<file path="src/design/msfe_pkg.sv">
// Shared types, constants and helpers of the Mode S frame encoder.
// Used by msfe_ctrl, msfe_dp and mode_s_frame_encoder; no dependencies.
`timescale 1ns / 1ps

package msfe_pkg;

  // CRC-24 generator, x^24 term implied
  localparam logic [23:0] CRC_POLY = 24'hFFF409;

  // Chip pair codes: first chip in bit 1
  localparam logic [1:0] PAIR_ONE  = 2'b10;
  localparam logic [1:0] PAIR_ZERO = 2'b01;

  // Result kinds
  localparam logic [1:0] KIND_PRE  = 2'd0;
  localparam logic [1:0] KIND_DATA = 2'd1;
  localparam logic [1:0] KIND_CRC  = 2'd2;

  localparam int unsigned PRE_PAIRS  = 8;
  localparam int unsigned BYTE_PAIRS = 8;
  localparam int unsigned CRC_PAIRS  = 24;

  typedef struct packed {
    logic [7:0] payload_byte;
    logic       last_byte;
  } in_item_t;

  typedef struct packed {
    logic [1:0] chip_pair;
    logic [1:0] pair_kind;
    logic       frame_end;
    logic       last_of_item;
  } out_item_t;

  // Controller to datapath commands
  typedef struct packed {
    logic       load;         // take a new byte
    logic       emit;         // produce one pair into the output register
    logic [1:0] kind;         // which source feeds the pair
    logic [2:0] pre_idx;      // preamble pair position
    logic       frame_end;
    logic       last_of_item;
  } msfe_cmd_t;

  // Preamble 1010000101000000 as chip pairs
  function automatic logic [1:0] preamble_pair(input logic [2:0] idx);
    logic [1:0] pair;
    case (idx)
      3'd0:    pair = 2'b10;
      3'd1:    pair = 2'b10;
      3'd3:    pair = 2'b01;
      3'd4:    pair = 2'b01;
      default: pair = 2'b00;
    endcase
    return pair;
  endfunction

  function automatic logic [1:0] bit_pair(input logic b);
    return b ? PAIR_ONE : PAIR_ZERO;
  endfunction

endpackage

</file>
<file path="src/design/mode_s_frame_encoder.sv">
// Top level of the Mode S frame encoder: controller plus datapath.
// Depends on msfe_pkg, msfe_ctrl and msfe_dp.
`timescale 1ns / 1ps

// Takes payload bytes of a Mode S frame and gives pulse-position chip pairs,
// one per cycle unless out_ready_i holds the output register, through a
// single registered output stage: 8 preamble pairs before the first byte of
// a frame, 8 pairs per byte (MSB first, 10 for a one, 01 for a zero), and
// after the byte flagged last the 24 CRC-24 parity pairs, the final one
// marked frame_end. The next byte is taken in the cycle of the previous
// byte's final pair, or at the first edge it is offered while the block is
// idle; once it is taken, the registered controller state starts its pairs,
// the preamble first for the first byte of a frame. The CRC runs
// bit-serially alongside the data pairs and is empty again after the
// parity.

module mode_s_frame_encoder
  import msfe_pkg::*;
(
  input  logic      clk_i,
  input  logic      rst_ni,
  input  logic      in_valid_i,
  output logic      in_ready_o,
  input  in_item_t  in_item_i,
  output logic      out_valid_o,
  input  logic      out_ready_i,
  output out_item_t out_item_o
);

  msfe_cmd_t cmd;

  msfe_ctrl u_ctrl (
    .clk_i       (clk_i),
    .rst_ni      (rst_ni),
    .in_valid_i  (in_valid_i),
    .in_ready_o  (in_ready_o),
    .last_byte_i (in_item_i.last_byte),
    .out_valid_o (out_valid_o),
    .out_ready_i (out_ready_i),
    .cmd_o       (cmd)
  );

  msfe_dp u_dp (
    .clk_i          (clk_i),
    .rst_ni         (rst_ni),
    .cmd_i          (cmd),
    .payload_byte_i (in_item_i.payload_byte),
    .out_item_o     (out_item_o)
  );

endmodule

</file>
<file path="src/design/msfe_dp.sv">
// Datapath of the Mode S frame encoder: byte shifter, bit-serial CRC-24 and
// output register. Depends on msfe_pkg.
`timescale 1ns / 1ps

module msfe_dp
  import msfe_pkg::*;
(
  input  logic       clk_i,
  input  logic       rst_ni,
  input  msfe_cmd_t  cmd_i,
  input  logic [7:0] payload_byte_i,
  output out_item_t  out_item_o
);

  logic [7:0]  byte_q, byte_d;
  logic [23:0] crc_q, crc_d;
  out_item_t   out_q, out_d;
  logic        fb;

  // feedback of one MSB-first CRC step
  assign fb = crc_q[23] ^ byte_q[7];

  always_comb begin
    byte_d = byte_q;
    crc_d  = crc_q;
    out_d  = out_q;
    if (cmd_i.emit) begin
      out_d.pair_kind    = cmd_i.kind;
      out_d.frame_end    = cmd_i.frame_end;
      out_d.last_of_item = cmd_i.last_of_item;
      case (cmd_i.kind)
        KIND_PRE: begin
          out_d.chip_pair = preamble_pair(cmd_i.pre_idx);
        end
        KIND_DATA: begin
          out_d.chip_pair = bit_pair(byte_q[7]);
          byte_d = {byte_q[6:0], 1'b0};
          crc_d  = {crc_q[22:0], 1'b0} ^ (fb ? CRC_POLY : 24'd0);
        end
        KIND_CRC: begin
          // shifting the parity out leaves the remainder cleared
          out_d.chip_pair = bit_pair(crc_q[23]);
          crc_d = {crc_q[22:0], 1'b0};
        end
        default: begin
          out_d.chip_pair = 2'b00;
        end
      endcase
    end
    if (cmd_i.load) begin
      byte_d = payload_byte_i;
    end
  end

  always_ff @(posedge clk_i or negedge rst_ni) begin
    if (!rst_ni) begin
      crc_q <= 24'd0;
    end else begin
      crc_q <= crc_d;
    end
  end

  always_ff @(posedge clk_i) begin
    byte_q <= byte_d;
    out_q  <= out_d;
  end

  assign out_item_o = out_q;

endmodule

</file>
<file path="src/design/msfe_ctrl.sv">
// Controller of the Mode S frame encoder: phase sequencing, pair counting,
// handshakes and output valid. Depends on msfe_pkg.
`timescale 1ns / 1ps

module msfe_ctrl
  import msfe_pkg::*;
(
  input  logic      clk_i,
  input  logic      rst_ni,
  input  logic      in_valid_i,
  output logic      in_ready_o,
  input  logic      last_byte_i,
  output logic      out_valid_o,
  input  logic      out_ready_i,
  output msfe_cmd_t cmd_o
);

  localparam logic [1:0] ST_IDLE = 2'd0;
  localparam logic [1:0] ST_PRE  = 2'd1;
  localparam logic [1:0] ST_DATA = 2'd2;
  localparam logic [1:0] ST_CRC  = 2'd3;

  localparam logic [4:0] PRE_END  = 5'(PRE_PAIRS - 1);
  localparam logic [4:0] BYTE_END = 5'(BYTE_PAIRS - 1);
  localparam logic [4:0] CRC_END  = 5'(CRC_PAIRS - 1);

  logic [1:0] state_q, state_d;
  logic [4:0] cnt_q, cnt_d;
  logic       last_q, last_d;
  logic       in_frame_q, in_frame_d;
  logic       out_valid_q, out_valid_d;

  logic advance, emit, final_pair, crc_done, accept, frame_open;

  // a pair moves into the output register when it is free or being taken
  assign advance    = !out_valid_q || out_ready_i;
  assign emit       = (state_q != ST_IDLE) && advance;
  assign crc_done   = (state_q == ST_CRC) && (cnt_q == CRC_END);
  assign final_pair = crc_done || ((state_q == ST_DATA) && (cnt_q == BYTE_END) && !last_q);
  assign in_ready_o = (state_q == ST_IDLE) || (emit && final_pair);
  assign accept     = in_valid_i && in_ready_o;
  assign frame_open = in_frame_q && !crc_done;

  always_comb begin
    state_d     = state_q;
    cnt_d       = cnt_q;
    last_d      = last_q;
    in_frame_d  = frame_open;
    out_valid_d = emit ? 1'b1 : (out_valid_q && !out_ready_i);

    if (emit) begin
      cnt_d = cnt_q + 5'd1;
      case (state_q)
        ST_PRE: begin
          if (cnt_q == PRE_END) begin
            state_d = ST_DATA;
            cnt_d   = 5'd0;
          end
        end
        ST_DATA: begin
          if (cnt_q == BYTE_END) begin
            state_d = last_q ? ST_CRC : ST_IDLE;
            cnt_d   = 5'd0;
          end
        end
        ST_CRC: begin
          if (cnt_q == CRC_END) begin
            state_d = ST_IDLE;
            cnt_d   = 5'd0;
          end
        end
        default: begin
          cnt_d = 5'd0;
        end
      endcase
    end

    if (accept) begin
      state_d    = frame_open ? ST_DATA : ST_PRE;
      cnt_d      = 5'd0;
      last_d     = last_byte_i;
      in_frame_d = 1'b1;
    end
  end

  always_ff @(posedge clk_i or negedge rst_ni) begin
    if (!rst_ni) begin
      state_q     <= ST_IDLE;
      cnt_q       <= 5'd0;
      last_q      <= 1'b0;
      in_frame_q  <= 1'b0;
      out_valid_q <= 1'b0;
    end else begin
      state_q     <= state_d;
      cnt_q       <= cnt_d;
      last_q      <= last_d;
      in_frame_q  <= in_frame_d;
      out_valid_q <= out_valid_d;
    end
  end

  always_comb begin
    cmd_o.load         = accept;
    cmd_o.emit         = emit;
    cmd_o.pre_idx      = cnt_q[2:0];
    cmd_o.frame_end    = crc_done;
    cmd_o.last_of_item = final_pair;
    case (state_q)
      ST_PRE:  cmd_o.kind = KIND_PRE;
      ST_DATA: cmd_o.kind = KIND_DATA;
      ST_CRC:  cmd_o.kind = KIND_CRC;
      default: cmd_o.kind = KIND_PRE;
    endcase
  end

  assign out_valid_o = out_valid_q;

  // no item is taken while the preamble is going out
  assert property (@(posedge clk_i) disable iff (!rst_ni)
    (state_q == ST_PRE) |-> !in_ready_o)
    else $error("item accepted during preamble");

  // counter stays inside its phase
  assert property (@(posedge clk_i) disable iff (!rst_ni)
    ((state_q == ST_PRE) || (state_q == ST_DATA)) |-> (cnt_q <= BYTE_END))
    else $error("pair counter beyond byte phase");

  assert property (@(posedge clk_i) disable iff (!rst_ni)
    (state_q == ST_CRC) |-> (cnt_q <= CRC_END))
    else $error("pair counter beyond parity phase");

  // the frame end pair also closes its item
  assert property (@(posedge clk_i) disable iff (!rst_ni)
    (emit && crc_done) |=> (out_valid_q && !in_frame_q) || (out_valid_q && state_q != ST_IDLE))
    else $error("frame end without closing state");

  // an accepted item always produces a pending pair next
  assert property (@(posedge clk_i) disable iff (!rst_ni)
    accept |=> (state_q == ST_PRE) || (state_q == ST_DATA))
    else $error("accepted item not started");

endmodule
</file>
<file path="config.mk">
export PLATFORM = sky130hd
export DESIGN_NAME = mode_s_frame_encoder
export DESIGN_NICKNAME = d
export VERILOG_FILES = /design/src/design/msfe_pkg.sv /design/src/design/mode_s_frame_encoder.sv /design/src/design/msfe_dp.sv /design/src/design/msfe_ctrl.sv
export SDC_FILE = /design/constraint.sdc
export NUM_CORES = 1
export LEC_CHECK = 0
export ABC_AREA = 1
export BUFFER_PORTS_ARGS = -buffer_cell sky130_fd_sc_hd__buf_4
export CORE_UTILIZATION = 45
export DETAILED_ROUTE_END_ITERATION = 16
export GPL_TIMING_DRIVEN = 1
export PLACE_DENSITY = 0.72
export SLEW_MARGIN = 20
export SYNTH_ARGS = -nofsm -noshare
export SYNTH_HDL_FRONTEND = slang
export SYNTH_SLANG_ARGS = --single-unit
</file>
<file path="constraint.sdc">
create_clock -name clk_i -period 5.1 [get_ports clk_i]
set_clock_uncertainty 0.05 [all_clocks]
set_input_delay 0.51 -clock clk_i [delete_from_list [all_inputs] [get_ports clk_i]]
set_output_delay 0.51 -clock clk_i [all_outputs]
set_load 0.02 [all_outputs]
</file>
Word-level counts from Yosys, hierarchy flattened --
Index checks and enable logic that the tools add are counted.
Storage, ports and cells: register bits 48, bits of input ports 13, output and inout port bits 8, logic and storage cells 81
Operators by class: add/sub/neg operators 1, eq/ne operators 13, mux-type cells 25, bitwise operators 2, reduce and logical (&&, ||, !) cells 29
Operators with widths (number):
- $pmux W24 S2 | 1
- $mux W24 | 1
- $mux W8 | 3
- $xor A24 B24 Y24 | 1
- $mux W5 | 4
- $mux W2 | 9
- $pmux W2 S3 | 2
- $pmux W5 S2 | 1
- $logic_and A1 B1 Y1 | 8
- $pmux W2 S2 | 2
- $reduce_bool A2 Y1 | 4
- $eq A2 B2 Y1 const B | 3
- $ne A3 B2 Y1 const B | 2
- $reduce_or A2 Y1 | 3
- $add A5 B1 Y5 const B | 1
- $eq A5 B3 Y1 const B | 1
- $eq A5 B5 Y1 const B | 1
- $reduce_and A5 Y1 | 1
- $eq A2 B1 Y1 const B | 2
- $logic_not A1 Y1 | 4
- $logic_not A2 Y1 | 2
- $reduce_and A2 Y1 | 2
- $reduce_bool A4 Y1 | 1
- $eq A3 B1 Y1 const B | 1
- 7 further kinds | 10

Longest topological paths before layout --
Gate-level depths: netlist of run 1.
depth in word-level cells 9, depth in mapped cells 13, depth with buffers taken out 12

Modules after synthesis --
A second synthesis of run 1 with hierarchy kept.
Second synthesis, totals: cells, all modules 321, area, all modules 2648.8 um^2
Modules (own cells, without submodules):
- msfe_dp | times used 1, cells an instance 210, area an instance 1809.2 um^2, seq. area each 1021.0 um^2
- msfe_ctrl | times used 1, cells an instance 111, area an instance 839.6 um^2, seq. area each 250.2 um^2

Worst setup path after synthesis of run 1 --
OpenSTA, ideal clock, no wires.
path type flip-flop to flip-flop, start point register u_ctrl.state_q[0], end point register u_dp.byte_q[0], enable pin, library setup time 384 ps, arrival time 1771 ps, data required time 4666 ps, path slack 2895 ps, cell stages (with the launch flop) 11, buffers on the path 1, period minus slack after synthesis 2205 ps, path through dfrtp_1 > inv_1 > ha_1 > inv_1 > nand2_2 > inv_2 > nand2_2 > nand2_4 > nand2_4 > buf_6 > o21ai_0
RTL lines:
- start, declared | RTL line msfe_ctrl.sv:27 | logic [1:0] state_q, state_d;
- start signal, assigned | RTL line msfe_ctrl.sv:94 | state_q <= state_d;
- end signal, assigned | RTL line msfe_dp.sv:64 | byte_q <= byte_d;
- end, declared | RTL line msfe_dp.sv:15 | logic [7:0] byte_q, byte_d;

==> results of run 1 <==
-- layer usage --
metal / track usage / up-vias
met5: 0 / -
met4: 0.0692 / 0
met3: 0.0395 / 12
met2: 0.244 / 48
met1: 0.220 / 789
li1: - / 887
-- cell type report --
class / instances / share of cell area
flip-flops and latches: 48 / 0.469
multi-input cells: 176 / 0.370
repair buffers: 21 / 0.0582
inverters: 25 / 0.0346
well taps: 70 / 0.0323
clock buffers: 6 / 0.0305
clock inverters: 2 / 0.00508
-- cell usage in the layout (no fill, tap or decap) --
master,netlist,routed
nand3_1,22,22
o2111ai_1,1,1
o21ai_1,7,8
inv_1,23,23
mux2_2,1,1
inv_6,0,1
a31oi_1,2,2
nand2_2,4,4
xor2_1,14,14
nand3b_1,1,1
o21ai_0,17,16
o22ai_1,1,1
nor3_1,2,2
buf_4,2,21
nand3_4,1,1
a21oi_1,7,7
inv_2,2,2
o21ai_2,2,2
clkinv_2,0,1
ha_1,9,9
edfxtp_1,14,14
nor2_1,14,14
nor3b_1,1,1
nand3_2,3,3
clkbuf_8,0,6
nand2_1,57,57
nor2_4,1,1
nand2_4,3,3
nand4_1,6,6
dfrtp_1,34,34
-- cell families (layout without fill, tap and decap cells) --
group                      after synthesis  in the layout  synth area share
xor gates and xnor gates                14             14            0.0497
adders and majority gates                9              9            0.0456
muxes                                    1              1           0.00456
AOI/OAI and AO/OA                       37             37            0.0811
DFF                                     48             48             0.515
buffers and inverters                   37             54            0.0781
and+or+nand+nor                        115            115             0.226
-- sequential cells by signal (all words and copies together), names as in the netlist --
| register | count |
|---|---|
| u_ctrl.in_frame_q | 1 |
| u_ctrl.state_q | 2 |
| u_dp.crc_q | 24 |
| u_ctrl.last_q | 1 |
| u_dp.out_item_o | 6 |
| u_dp.byte_q | 8 |
| u_ctrl.out_valid_o | 1 |
| u_ctrl.cnt_q | 5 |
-- worst reg2reg max path: cells and delay by family, from the launching register on --
family,cells,cell delay [ns]
flops,1,0.42
fa+ha+maj,1,0.22
buf+inv,3,0.46
compound gates,1,0.44
simple gates,4,0.58
-- final timing paths --
path / from / end / slack (ns) / cells after the start
setup reg to reg: u_ctrl.state_q[0]$_DFFE_PN0P_ / u_dp.byte_q[5]$_DFFE_PP_ / 2.56 / 9
hold / removal: rst_ni / u_ctrl.last_q$_DFFE_PN0N_ / 0.09 / 1
setup / recovery: u_ctrl.state_q[0]$_DFFE_PN0P_ / in_ready_o / 2.56 / 8
hold reg to reg: u_dp.crc_q[10]$_DFFE_PN0P_ / u_dp.crc_q[10]$_DFFE_PN0P_ / 0.44 / 2
max in group asynchronous: rst_ni / u_dp.crc_q[11]$_DFFE_PN0P_ / 4.61 / 1
min in group clk_i: in_item_i[0] / u_ctrl.last_q$_DFFE_PN0N_ / 0.40 / 3
-- where the power goes --
part           internal (mW)  total, mW  switching (mW)
combinational          0.272      0.744           0.472
clock                  0.111      0.239           0.128
sequential             0.594      0.685          0.0904
-- stage by stage --
step                utilization  instance area (sq um)  power [mW]
finish                    0.521                   2710        1.67
CTS                       0.521                   2710        1.69
global route              0.521                   2710        1.84
detailed placement        0.502                   2610        1.44
global placement          0.502                   2610        1.42
floorplan                     -                   2470        1.30
==> summary.md, run 1 <==
| Metric | Value |
|---|---|
| FMAX | 393 MHz |
| RSZ-0062 raised after global routing | false |
| Final net count | 299 |
| Post-Syn Instances | 261 |
| Iter 0 DRT Violations | 132 |
| Startpoint Class | flop |
| Max Root-Sink Buffers | 2 |
| Period utilization | 0.499 |
| Final hold vios | 0 |
| Asr flop ratio synth | 0.708 |
| Number of maximum-capacitance violations | 0 |
| Postcts setup bufs | 0 |
| Die Y | 76.0 um |
| Register Area | 0.00127 sq mm |
| IO Port Bufs | 20 |
| DRC | 0 |
| Setup_tns | 0 ns |
| Clk slew on worst S/H paths | 0.09 ns |
| Syn nets | 283 |
| TritonCTS clock tree | done |
| Initial Util | 0.474 |
| IO Pins | 21 |
| Setup ws final | 2.56 ns |
| Largest stage delay, worst path | 0.42 ns |
| Count leader, synth | nand2_1 |
| Max-slew headroom | 0.417 |
| Clock Sinks | 48 |
| Area of the multi-input gates | 0.00100 sq mm |
| Uppermost routed layer | met4 |
| Hold/Removal Path Class | primary input to async pin |
| Rows | 26 |
| Layout Cells excl Fill | 348 |
| Dominant cells by area after synthesis | dfrtp_1, edfxtp_1, nand2_1 |
| Wl on met1 | 2020 um |
| Pleak | 1.32 nW |
| Worst-Skew Late Latency | 0.31 ns |
| Peak supply drop | 0.259 mV |
| Chip width | 76.0 um |
| Die Footprint | 0.00578 sq mm |
| Area Growth Syn to Fin | 9.84% |
| Via density | 4.99 |
| Final Critical Period | 2.54 ns |
| Final Max Slew Viols | 0 |
| H-tree level count | 2 |
| GP Congestion | 0.859 |
| Top-area cell type share of the netlist area | 0.345 |
| WP data arrival | 1.98 ns |
| Initial antenna violation count | 0 |
| First-pass GRT wire length | 7390 um |
| Ys Warns | 0 |
| Core area | 0.00520 sq mm |
| Routed length per instance | 11.9 um |
| Final wirelength | 4120 um |
| CP bufs+invs | 4 |
| Post-CTS Hold Fix Bufs | 0 |
| DR vias | 1736 |
| Vias in the first global route | 1624 |
| Slowest CP cell | dfrtp_1 |
| Top FF cell, synth | dfrtp_1 |
| Area leader, netlist | dfrtp_1 |
| Placement Setup Slack | 2.49 ns |
| Post-Synthesis Cell Area | 0.00247 sq mm |
| Total gr overflow | 0 |
| Critical path type | flop to primary output |
| Flop and latch count out of synthesis | 48 |
| Layout cell share with drive strength beyond 1 | 0.165 |
| DPL Wire Length | 2940 um |
| Post-synth EDFFs | 14 |
| Element type at the critical path end | primary output |
| Post_cts resized | 0 |
| ANT cells | 0 |
| Register area share after synthesis | 0.515 |
| Sequence of cells on the critical path | inv_1 -> ha_1 -> inv_1 -> nand2_2 -> inv_2 -> nand2_2 -> nand2_4 -> buf_4 |
| Num CTS Buffers | 5 |
| GR Util All Layers | 0.161 |
| Req. time, crit path | 4.54 ns |
| Endpoints failing setup | 0 |
| Met2 WL | 1790 um |
| Outcome | finished clean |
| Placed Cells | 340 |
| Worst-Margin Slew | 0.875 ns |
| Met3 Wirelength | 228 um |
| WHS | 0.0869 ns |
| Synth cell count leaders | nand2_1, dfrtp_1, inv_1 |
| Synth cell types | 32 |
| TritonRoute pass-1 iters | 4 |
| Post-route ant nets | 0 |
| Fill cells | 488 |
| PwrDens | 615 mW/mm^2 |
| Root buffer cell | clkbuf_8 |
| Avg Cell Area, Syn | 9.45 sq um |
| Delay-heaviest family, CP | buffers and inverters |
| Largest net degree at the start of global routing | 48 |
| Worst-path maximum fanout | 13 |
Note: power is estimated with default switching activity, not from simulation.
==> run 2, diff against run 1 <==
- ABC_AREA: 1 -> 0
- clock period: 5.1 -> 2.6 ns (I/O delays scaled with it)
==> run 2 against run 1 <==
Compared with the run above: first-iteration DRC count is 15% lower; via count is 9.7% lower; critical path type unchanged; clock power is 120% higher; cell count is 9.5% lower.
==> summary.md, run 2 <==
| Metric | Value |
|---|---|
| Chip width | 74.2 um (was 76.0 um) |
| DR vias | 1567 (was 1736) |
| Final hold vios | 0 (unchanged) |
| Area leader, netlist | dfrtp_1 (unchanged) |
| RSZ-0062 raised after global routing | false (unchanged) |
| ANT cells | 0 (unchanged) |
| GP Congestion | 0.826 (was 0.859) |
| Critical path type | flop to primary output (unchanged) |
| Area Growth Syn to Fin | 14.6% (was 9.84%) |
| Sw power | 1.35 mW (was 0.691 mW) |
| TritonCTS clock tree | done (unchanged) |
| Iter 0 DRT Violations | 112 (was 132) |
| Synth cell count leaders | dfrtp_1, nand2_1, a21oi_1 (was nand2_1, dfrtp_1, inv_1) |
| Total gr overflow | 0 (unchanged) |
| Initial antenna violation count | 0 (unchanged) |
| Via density | 4.97 (was 4.99) |
| Most flop-heavy register | u_dp.crc_q (unchanged) |
| GR Util All Layers | 0.158 (was 0.161) |
| Largest stage delay, worst path | 0.43 ns (was 0.42 ns) |
| Dominant cells by area after synthesis | dfrtp_1, edfxtp_1, nand2_1 (unchanged) |
| Post-synth EDFFs | 14 (unchanged) |
| Die Y | 74.2 um (was 76.0 um) |
| Clock share of power | 0.147 (was 0.143) |
| Startpoint Class | flop (unchanged) |
| DRC | 0 (unchanged) |
| Post-route ant nets | 0 (unchanged) |
| Clk slew on worst S/H paths | 0.09 ns (about the same) |
| Rows | 25 (was 26) |
| WP data arrival | 2.00 ns (was 1.98 ns) |
| First-pass GRT wire length | 6440 um (was 7390 um) |
| Placement Setup Slack | 0.382 ns (was 2.49 ns) |
| Asr flop ratio synth | 0.708 (unchanged) |
| Register area share after synthesis | 0.542 (was 0.515) |
| Core area | 0.00488 sq mm (was 0.00520 sq mm) |
| Peak supply drop | 0.490 mV (was 0.259 mV) |
| Worst Hold Path EP | u_ctrl.last_q$_DFFE_PN0N_ |
| TritonRoute pass-1 iters | 4 (unchanged) |
| Final wirelength | 3860 um (was 4120 um) |
| H-tree level count | 2 (unchanged) |
| Syn nets | 244 (was 283) |
| Req. time, crit path | 2.29 ns (was 4.54 ns) |
| Hold/Removal Path Class | primary input to flop (was primary input to async pin) |
| Top-area cell type share of the netlist area | 0.363 (was 0.345) |
| Setup ws final | 0.291 ns (was 2.56 ns) |
| Switching part of the total | 0.376 (was 0.414) |
| Layout cell share with drive strength beyond 1 | 0.194 (was 0.165) |
| WHS | 0.107 ns (was 0.0869 ns) |
| Worst Hold Depth | 3 |
| Number of maximum-capacitance violations | 0 (unchanged) |
| Root buffer cell | clkbuf_8 (unchanged) |
| Die Footprint | 0.00550 sq mm (was 0.00578 sq mm) |
| PwrDens | 1340 mW/mm^2 (was 615 mW/mm^2) |
| Worst-path maximum fanout | 6 (was 13) |
| FMAX | 433 MHz |
| Top FF cell, synth | dfrtp_1 (unchanged) |
| Largest net degree at the start of global routing | 35 (was 48) |
| Avg Cell Area, Syn | 10.6 sq um (was 9.45 sq um) |
| Final Max Slew Viols | 0 (unchanged) |
| Slowest CP cell | dfrtp_1 (unchanged) |
| Endpoints failing setup | 0 (unchanged) |
| Comb power frac | 0.471 (was 0.446) |
| Min-Delay Startpoint | in_item_i[0] |
| Count leader, synth | dfrtp_1 (was nand2_1) |
| DPL Wire Length | 2720 um (was 2940 um) |
| Max FFs per register | 24 (unchanged) |
| Routed length per instance | 12.3 um (was 11.9 um) |
| Max-slew headroom | 0.584 (was 0.417) |
| Fill cells | 441 (was 488) |
| Setup_tns | 0 ns (unchanged) |
| Post-Synthesis Cell Area | 0.00234 sq mm (was 0.00247 sq mm) |
| Clock Sinks | 48 (unchanged) |
| Pleak | 1.13 nW (was 1.32 nW) |
| Post_cts resized | 0 (unchanged) |
| Sequence of cells on the critical path | inv_1 -> ha_1 -> nor3b_2 -> a21oi_1 -> nor2_1 -> a21o_1 -> buf_4 (was inv_1 -> ha_1 -> inv_1 -> nand2_2 -> inv_2 -> nand2_2 -> nand2_4 -> buf_4) |
| Outcome | finished clean (unchanged) |
| IO Port Bufs | 20 (unchanged) |
| Commonest non-fill, non-tap cell in the layout | dfrtp_1 (was nand2_1) |
| Post-CTS Hold Fix Bufs | 1 (was 0) |
| Worst r2r path cells | 7 (was 9) |
| Element type at the critical path end | primary output (unchanged) |
| Num CTS Buffers | 5 (unchanged) |
| Worst-Skew Late Latency | 0.30 ns (was 0.31 ns) |
| Ys Warns | 0 (unchanged) |
| Most frequent cells in the layout | dfrtp_1, nand2_1, buf_4 (was nand2_1, dfrtp_1, inv_1) |
| Flop and latch count out of synthesis | 48 (unchanged) |
| Sequential Power Share | 0.382 (was 0.411) |
| IO Pins | 21 (unchanged) |
| Synth cell types | 37 (was 32) |
| Placed cell areas | 0.00256 sq mm (was 0.00261 sq mm) |
| Period utilization | 0.888 |
| Max Root-Sink Buffers | 2 (unchanged) |
| Worst reg2reg setup slack | 0.36 ns (was 2.56 ns) |
| Worst-Margin Slew | 0.607 ns (was 0.875 ns) |
| Final instance area | 0.00269 sq mm (was 0.00271 sq mm) |
| Post-Syn Instances | 222 (was 261) |
| Final Critical Period | 2.31 ns |
| Design Power | 3.60 mW (was 1.67 mW) |
| Vias in the first global route | 1426 (was 1624) |
| R2r endpoint | u_dp.byte_q[0]$_SDFFCE_PP0P_ (was u_dp.byte_q[5]$_DFFE_PP_) |
| Internal Power | 2.25 mW (was 0.977 mW) |
| Postcts setup bufs | 0 (unchanged) |
| Initial Util | 0.481 (was 0.474) |
| R2r startpoint | u_ctrl.state_q[0]$_DFFE_PN0P_ (unchanged) |
| Final net count | 269 (was 299) |
-- run 2: worst max-delay path: cells and delay by family, from the launching register on --
family / cells / cell delay (ns)
adder cells (fa/ha/maj): 1 / 0.30
flip-flops: 1 / 0.43
AO/OA/AOI/OAI: 2 / 0.40
buffers and inverters: 2 / 0.27
AND/OR/NAND/NOR: 2 / 0.29
-- run 2: per-layer routing --
metal	part of all wire	global-route usage	vias up
li1	-	-	807
met1	0.52	0.220	720
met2	0.43	0.238	33
met3	0.037	0.0325	7
met4	0.019	0.0726	0
met5	0	0	-
-- run 2: final cells by class --
class / count / area [sq um] / share of cell area
Clock buffer: 7 / 108 / 0.0401
Clock inverter: 1 / 8.76 / 0.00326
Inverter: 11 / 41.3 / 0.0154
Multi-Input combinational cell: 152 / 953 / 0.355
Sequential cell: 48 / 1270 / 0.473
Tap cell: 67 / 83.8 / 0.0312
Timing Repair Buffer: 29 / 220 / 0.0820
-- run 2: how the worst max path moves through the flow --
stage / slack, ns / from / depth (start not counted) / endpoint
after global routing: 0.16 / u_ctrl.state_q[0]$_DFFE_PN0P_ / 7 / u_dp.crc_q[19]$_DFFE_PN0P_
after CTS: 0.29 / u_ctrl.state_q[0]$_DFFE_PN0P_ / 7 / in_ready_o
after detailed placement: 0.38 / u_ctrl.state_q[0]$_DFFE_PN0P_ / 7 / u_dp.byte_q[0]$_SDFFCE_PP0P_
after floorplan: 0.14 / u_ctrl.state_q[0]$_DFFE_PN0P_ / 8 / u_dp.byte_q[0]$_SDFFCE_PP0P_
after global placement: 0.45 / u_ctrl.state_q[0]$_DFFE_PN0P_ / 7 / u_dp.byte_q[0]$_SDFFCE_PP0P_
final: 0.29 / u_ctrl.state_q[0]$_DFFE_PN0P_ / 7 / in_ready_o
-- run 2: power groups by stage --
stage | registers, mW | clock network (mW) | logic (mW)
finish | 1.38 | 0.528 | 1.70
global route | 1.42 | 0.573 | 1.91
CTS | 1.38 | 0.542 | 1.71
detailed placement | 1.39 | 0 | 1.71
global placement | 1.38 | 0 | 1.67
floorplan | 1.41 | 0 | 1.31
-- run 2: cell families after synthesis --
group                    after synthesis  synth area share
multiplexers                          12            0.0566
AND/OR/NAND/NOR                       73             0.138
adder cells (fa/ha/maj)                9            0.0480
flip-flops                            48             0.542
buffers and inverters                 22            0.0512
AO/OA/AOI/OAI                         43             0.108
XOR/XNOR                              15            0.0560
-- run 2: metrics by stage --
step	utilization	std cells
floorplan	-	222
global placement	0.525	306
detailed placement	0.525	306
CTS	0.551	315
global route	0.551	315
finish	0.551	315
==> run 3, diff against run 2 <==
- BUFFER_PORTS_ARGS: -buffer_cell sky130_fd_sc_hd__buf_4 -> unset
- DONT_BUFFER_PORTS: unset -> 1
- PLACE_DENSITY: 0.72 -> 0.69
==> run 3 against run 2 <==
Compared with the run above: die area unchanged; register-to-register slack worse by 0.03 ns; sequential share of layout area is 3.2 points higher; critical endpoint is now u_dp.byte_q[0]$_SDFFCE_PP0P_; routed wire length rose by 6.7%; first-iteration DRC count is 33% higher; via count decreased by 1.5%; largest power group unchanged; utilization shrank 3.4 points; clock power down 14%; hold slack got worse by 0.082 ns; non-clock buffer count decreased by 21; global-route usage increased by 1.3 points.
==> summary.md, run 3 (synthesis results as in run 2) <==
| Metric | Value |
|---|---|
| Outcome | finished clean (unchanged) |
| Final core utilization | 0.516 (was 0.551) |
| Post_cts resized | 0 (unchanged) |
| Max Root-Sink Buffers | 2 (unchanged) |
| Clock share of power | 0.132 (was 0.147) |
| Clk slew on worst S/H paths | 0.08 ns (was 0.09 ns) |
| Design Power | 3.47 mW (was 3.60 mW) |
| Final Critical Period | 2.27 ns (was 2.31 ns) |
| Worst-path maximum fanout | 9 (was 6) |
| Postcts setup bufs | 0 (unchanged) |
| Largest net degree at the start of global routing | 39 (was 35) |
| Area of the multi-input gates | 953 sq um (unchanged) |
| Worst r2r path cells | 7 (unchanged) |
| DR vias | 1544 (was 1567) |
| Sw power | 1.37 mW (was 1.35 mW) |
| RSZ-0062 raised after global routing | false (unchanged) |
| Switching part of the total | 0.394 (was 0.376) |
| Hold/Removal Path Class | primary input to flop (unchanged) |
| Iter 0 DRT Violations | 149 (was 112) |
| IO Pins | 21 (unchanged) |
| H-tree level count | 2 (unchanged) |
| Sequential Power Share | 0.418 (was 0.382) |
| Startpoint Class | flop (unchanged) |
| Final wirelength | 4120 um (was 3860 um) |
| Via density | 5.25 (was 4.97) |
| Max FFs per register | 24 (unchanged) |
| Total gr overflow | 0 (unchanged) |
| Worst-Margin Slew | 0.599 ns (was 0.607 ns) |
| GR Util All Layers | 0.171 (was 0.158) |
| Placed cell areas | 0.00239 sq mm (was 0.00256 sq mm) |
| Final hold vios | 0 (unchanged) |
| Initial antenna violation count | 0 (unchanged) |
| Die Y | 74.2 um (unchanged) |
| Req. time, crit path | 2.73 ns (was 2.29 ns) |
| Pleak | 1.02 nW (was 1.13 nW) |
| PwrDens | 1380 mW/mm^2 (was 1340 mW/mm^2) |
| Layout cell share with drive strength beyond 1 | 0.115 (was 0.194) |
| Die Footprint | 0.00550 sq mm (unchanged) |
| Post-route ant nets | 0 (unchanged) |
| DRC | 0 (unchanged) |
| WP data arrival | 2.40 ns (was 2.00 ns) |
| Number of maximum-capacitance violations | 0 (unchanged) |
| Rows | 25 (unchanged) |
| Routed length per instance | 14.0 um (was 12.3 um) |
| Register Area | 0.00127 sq mm (unchanged) |
| Area Growth Syn to Fin | 7.42% (was 14.6%) |
| FMAX | 440 MHz (was 433 MHz) |
| Peak supply drop | 0.466 mV (was 0.490 mV) |
| DPL Wire Length | 2830 um (was 2720 um) |
| Critical path type | flop to flop (was flop to primary output) |
| TritonCTS clock tree | done (unchanged) |
| IO Port Bufs | 0 (was 20) |
| Most frequent cells in the layout | dfrtp_1, nand2_1, a21oi_1 (was dfrtp_1, nand2_1, buf_4) |
| Final Max Slew Viols | 0 (unchanged) |
| Period utilization | 0.874 (was 0.888) |
| TritonRoute pass-1 iters | 4 (unchanged) |
| Worst-Skew Late Latency | 0.30 ns (about the same) |
| Internal Power | 2.10 mW (was 2.25 mW) |
| Max-slew headroom | 0.589 (was 0.584) |
| Most flop-heavy register | u_dp.crc_q (unchanged) |
| Commonest non-fill, non-tap cell in the layout | dfrtp_1 (unchanged) |
| Chip width | 74.2 um (unchanged) |
| Vias in the first global route | 1436 (was 1426) |
| Fill cells | 446 (was 441) |
| First-pass GRT wire length | 6910 um (was 6440 um) |
| Comb power frac | 0.450 (was 0.471) |
| Setup ws final | 0.327 ns (was 0.291 ns) |
| Num CTS Buffers | 5 (unchanged) |
| Final net count | 248 (was 269) |
| Setup_tns | 0 ns (unchanged) |
| Endpoints failing setup | 0 (unchanged) |
| Worst Hold Depth | 2 (was 3) |
| Initial Util | 0.481 (unchanged) |
| Core area | 0.00488 sq mm (unchanged) |
| Clock Sinks | 48 (unchanged) |
| GP Congestion | 0.882 (was 0.826) |
| ANT cells | 0 (unchanged) |
| Placement Setup Slack | 0.389 ns (was 0.382 ns) |
| Element type at the critical path end | flop (was primary output) |
| Root buffer cell | clkbuf_8 (unchanged) |
| Final instance area | 0.00252 sq mm (was 0.00269 sq mm) |
run 3: cell types whose count changed in the layout (fill, tap and decap cells not counted):
cell | previous run | this run
clkinv_4 | 1 | 0
clkbuf_1 | 0 | 1
clkbuf_16 | 1 | 0
buf_4 | 28 | 6
clkinvlp_4 | 0 | 1
buf_12 | 0 | 1
run 3: timing repair:
item                                    4_1_cts  5_1_grt
hold buffers                                  2        0
endpoints found under the setup margin        0        0
hold endpoints to repair                     34        0
run 3: critical path, cell delays in order (launching register included):
cell and delay, ns:
dfrtp_1 0.44, inv_1 0.15, ha_1 0.29, nor3b_2 0.19, a21oi_1 0.08, o31ai_1 0.55, buf_4 0.27, and2_1 0.13
run 3: area by class of cell:
cell class / count / area share
clock buffers: 7 / 0.0343
clock inverters: 1 / 0.00298
inverters: 11 / 0.0164
multi-input cells: 152 / 0.379
flip-flops and latches: 48 / 0.505
well taps: 67 / 0.0333
repair buffers: 8 / 0.0298
run 3: power groups by stage:
stage | clock network [mW] | registers [mW] | logic [mW]
CTS | 0.470 | 1.45 | 1.56
global placement | 0 | 1.45 | 1.49
global route | 0.499 | 1.49 | 1.74
floorplan | 0 | 1.41 | 1.31
finish | 0.456 | 1.45 | 1.56
detailed placement | 0 | 1.47 | 1.53
run 3: worst paths after layout:
kind	startpoint	to	slack, ns
setup / recovery	u_ctrl.state_q[0]$_DFFE_PN0P_	u_dp.byte_q[0]$_SDFFCE_PP0P_	0.33
hold / removal	in_item_i[0]	u_ctrl.last_q$_DFFE_PN0N_	0.02
setup reg to reg	u_ctrl.state_q[0]$_DFFE_PN0P_	u_dp.byte_q[0]$_SDFFCE_PP0P_	0.33
hold reg to reg	u_dp.crc_q[4]$_DFFE_PN0P_	u_dp.crc_q[5]$_DFFE_PN0P_	0.46
max in group asynchronous	rst_ni	u_dp.crc_q[11]$_DFFE_PN0P_	1.96
min in group asynchronous	rst_ni	u_dp.crc_q[0]$_DFFE_PN0P_	0.37
run 3: per-stage QoR:
stage | instances | hold WS (ns)
floorplan | 222 | -0.0856
global placement | 284 | -0.0850
detailed placement | 284 | -0.0850
CTS | 294 | 0.0234
global route | 294 | 0.0471
finish | 294 | 0.0250
run 3: layer usage:
layer	track usage	routed length, um	up-vias
li1	-	-	766
met1	0.234	1910	732
met2	0.258	1920	39
met3	0.0474	215	7
met4	0.0726	78	0
met5	0	0	-
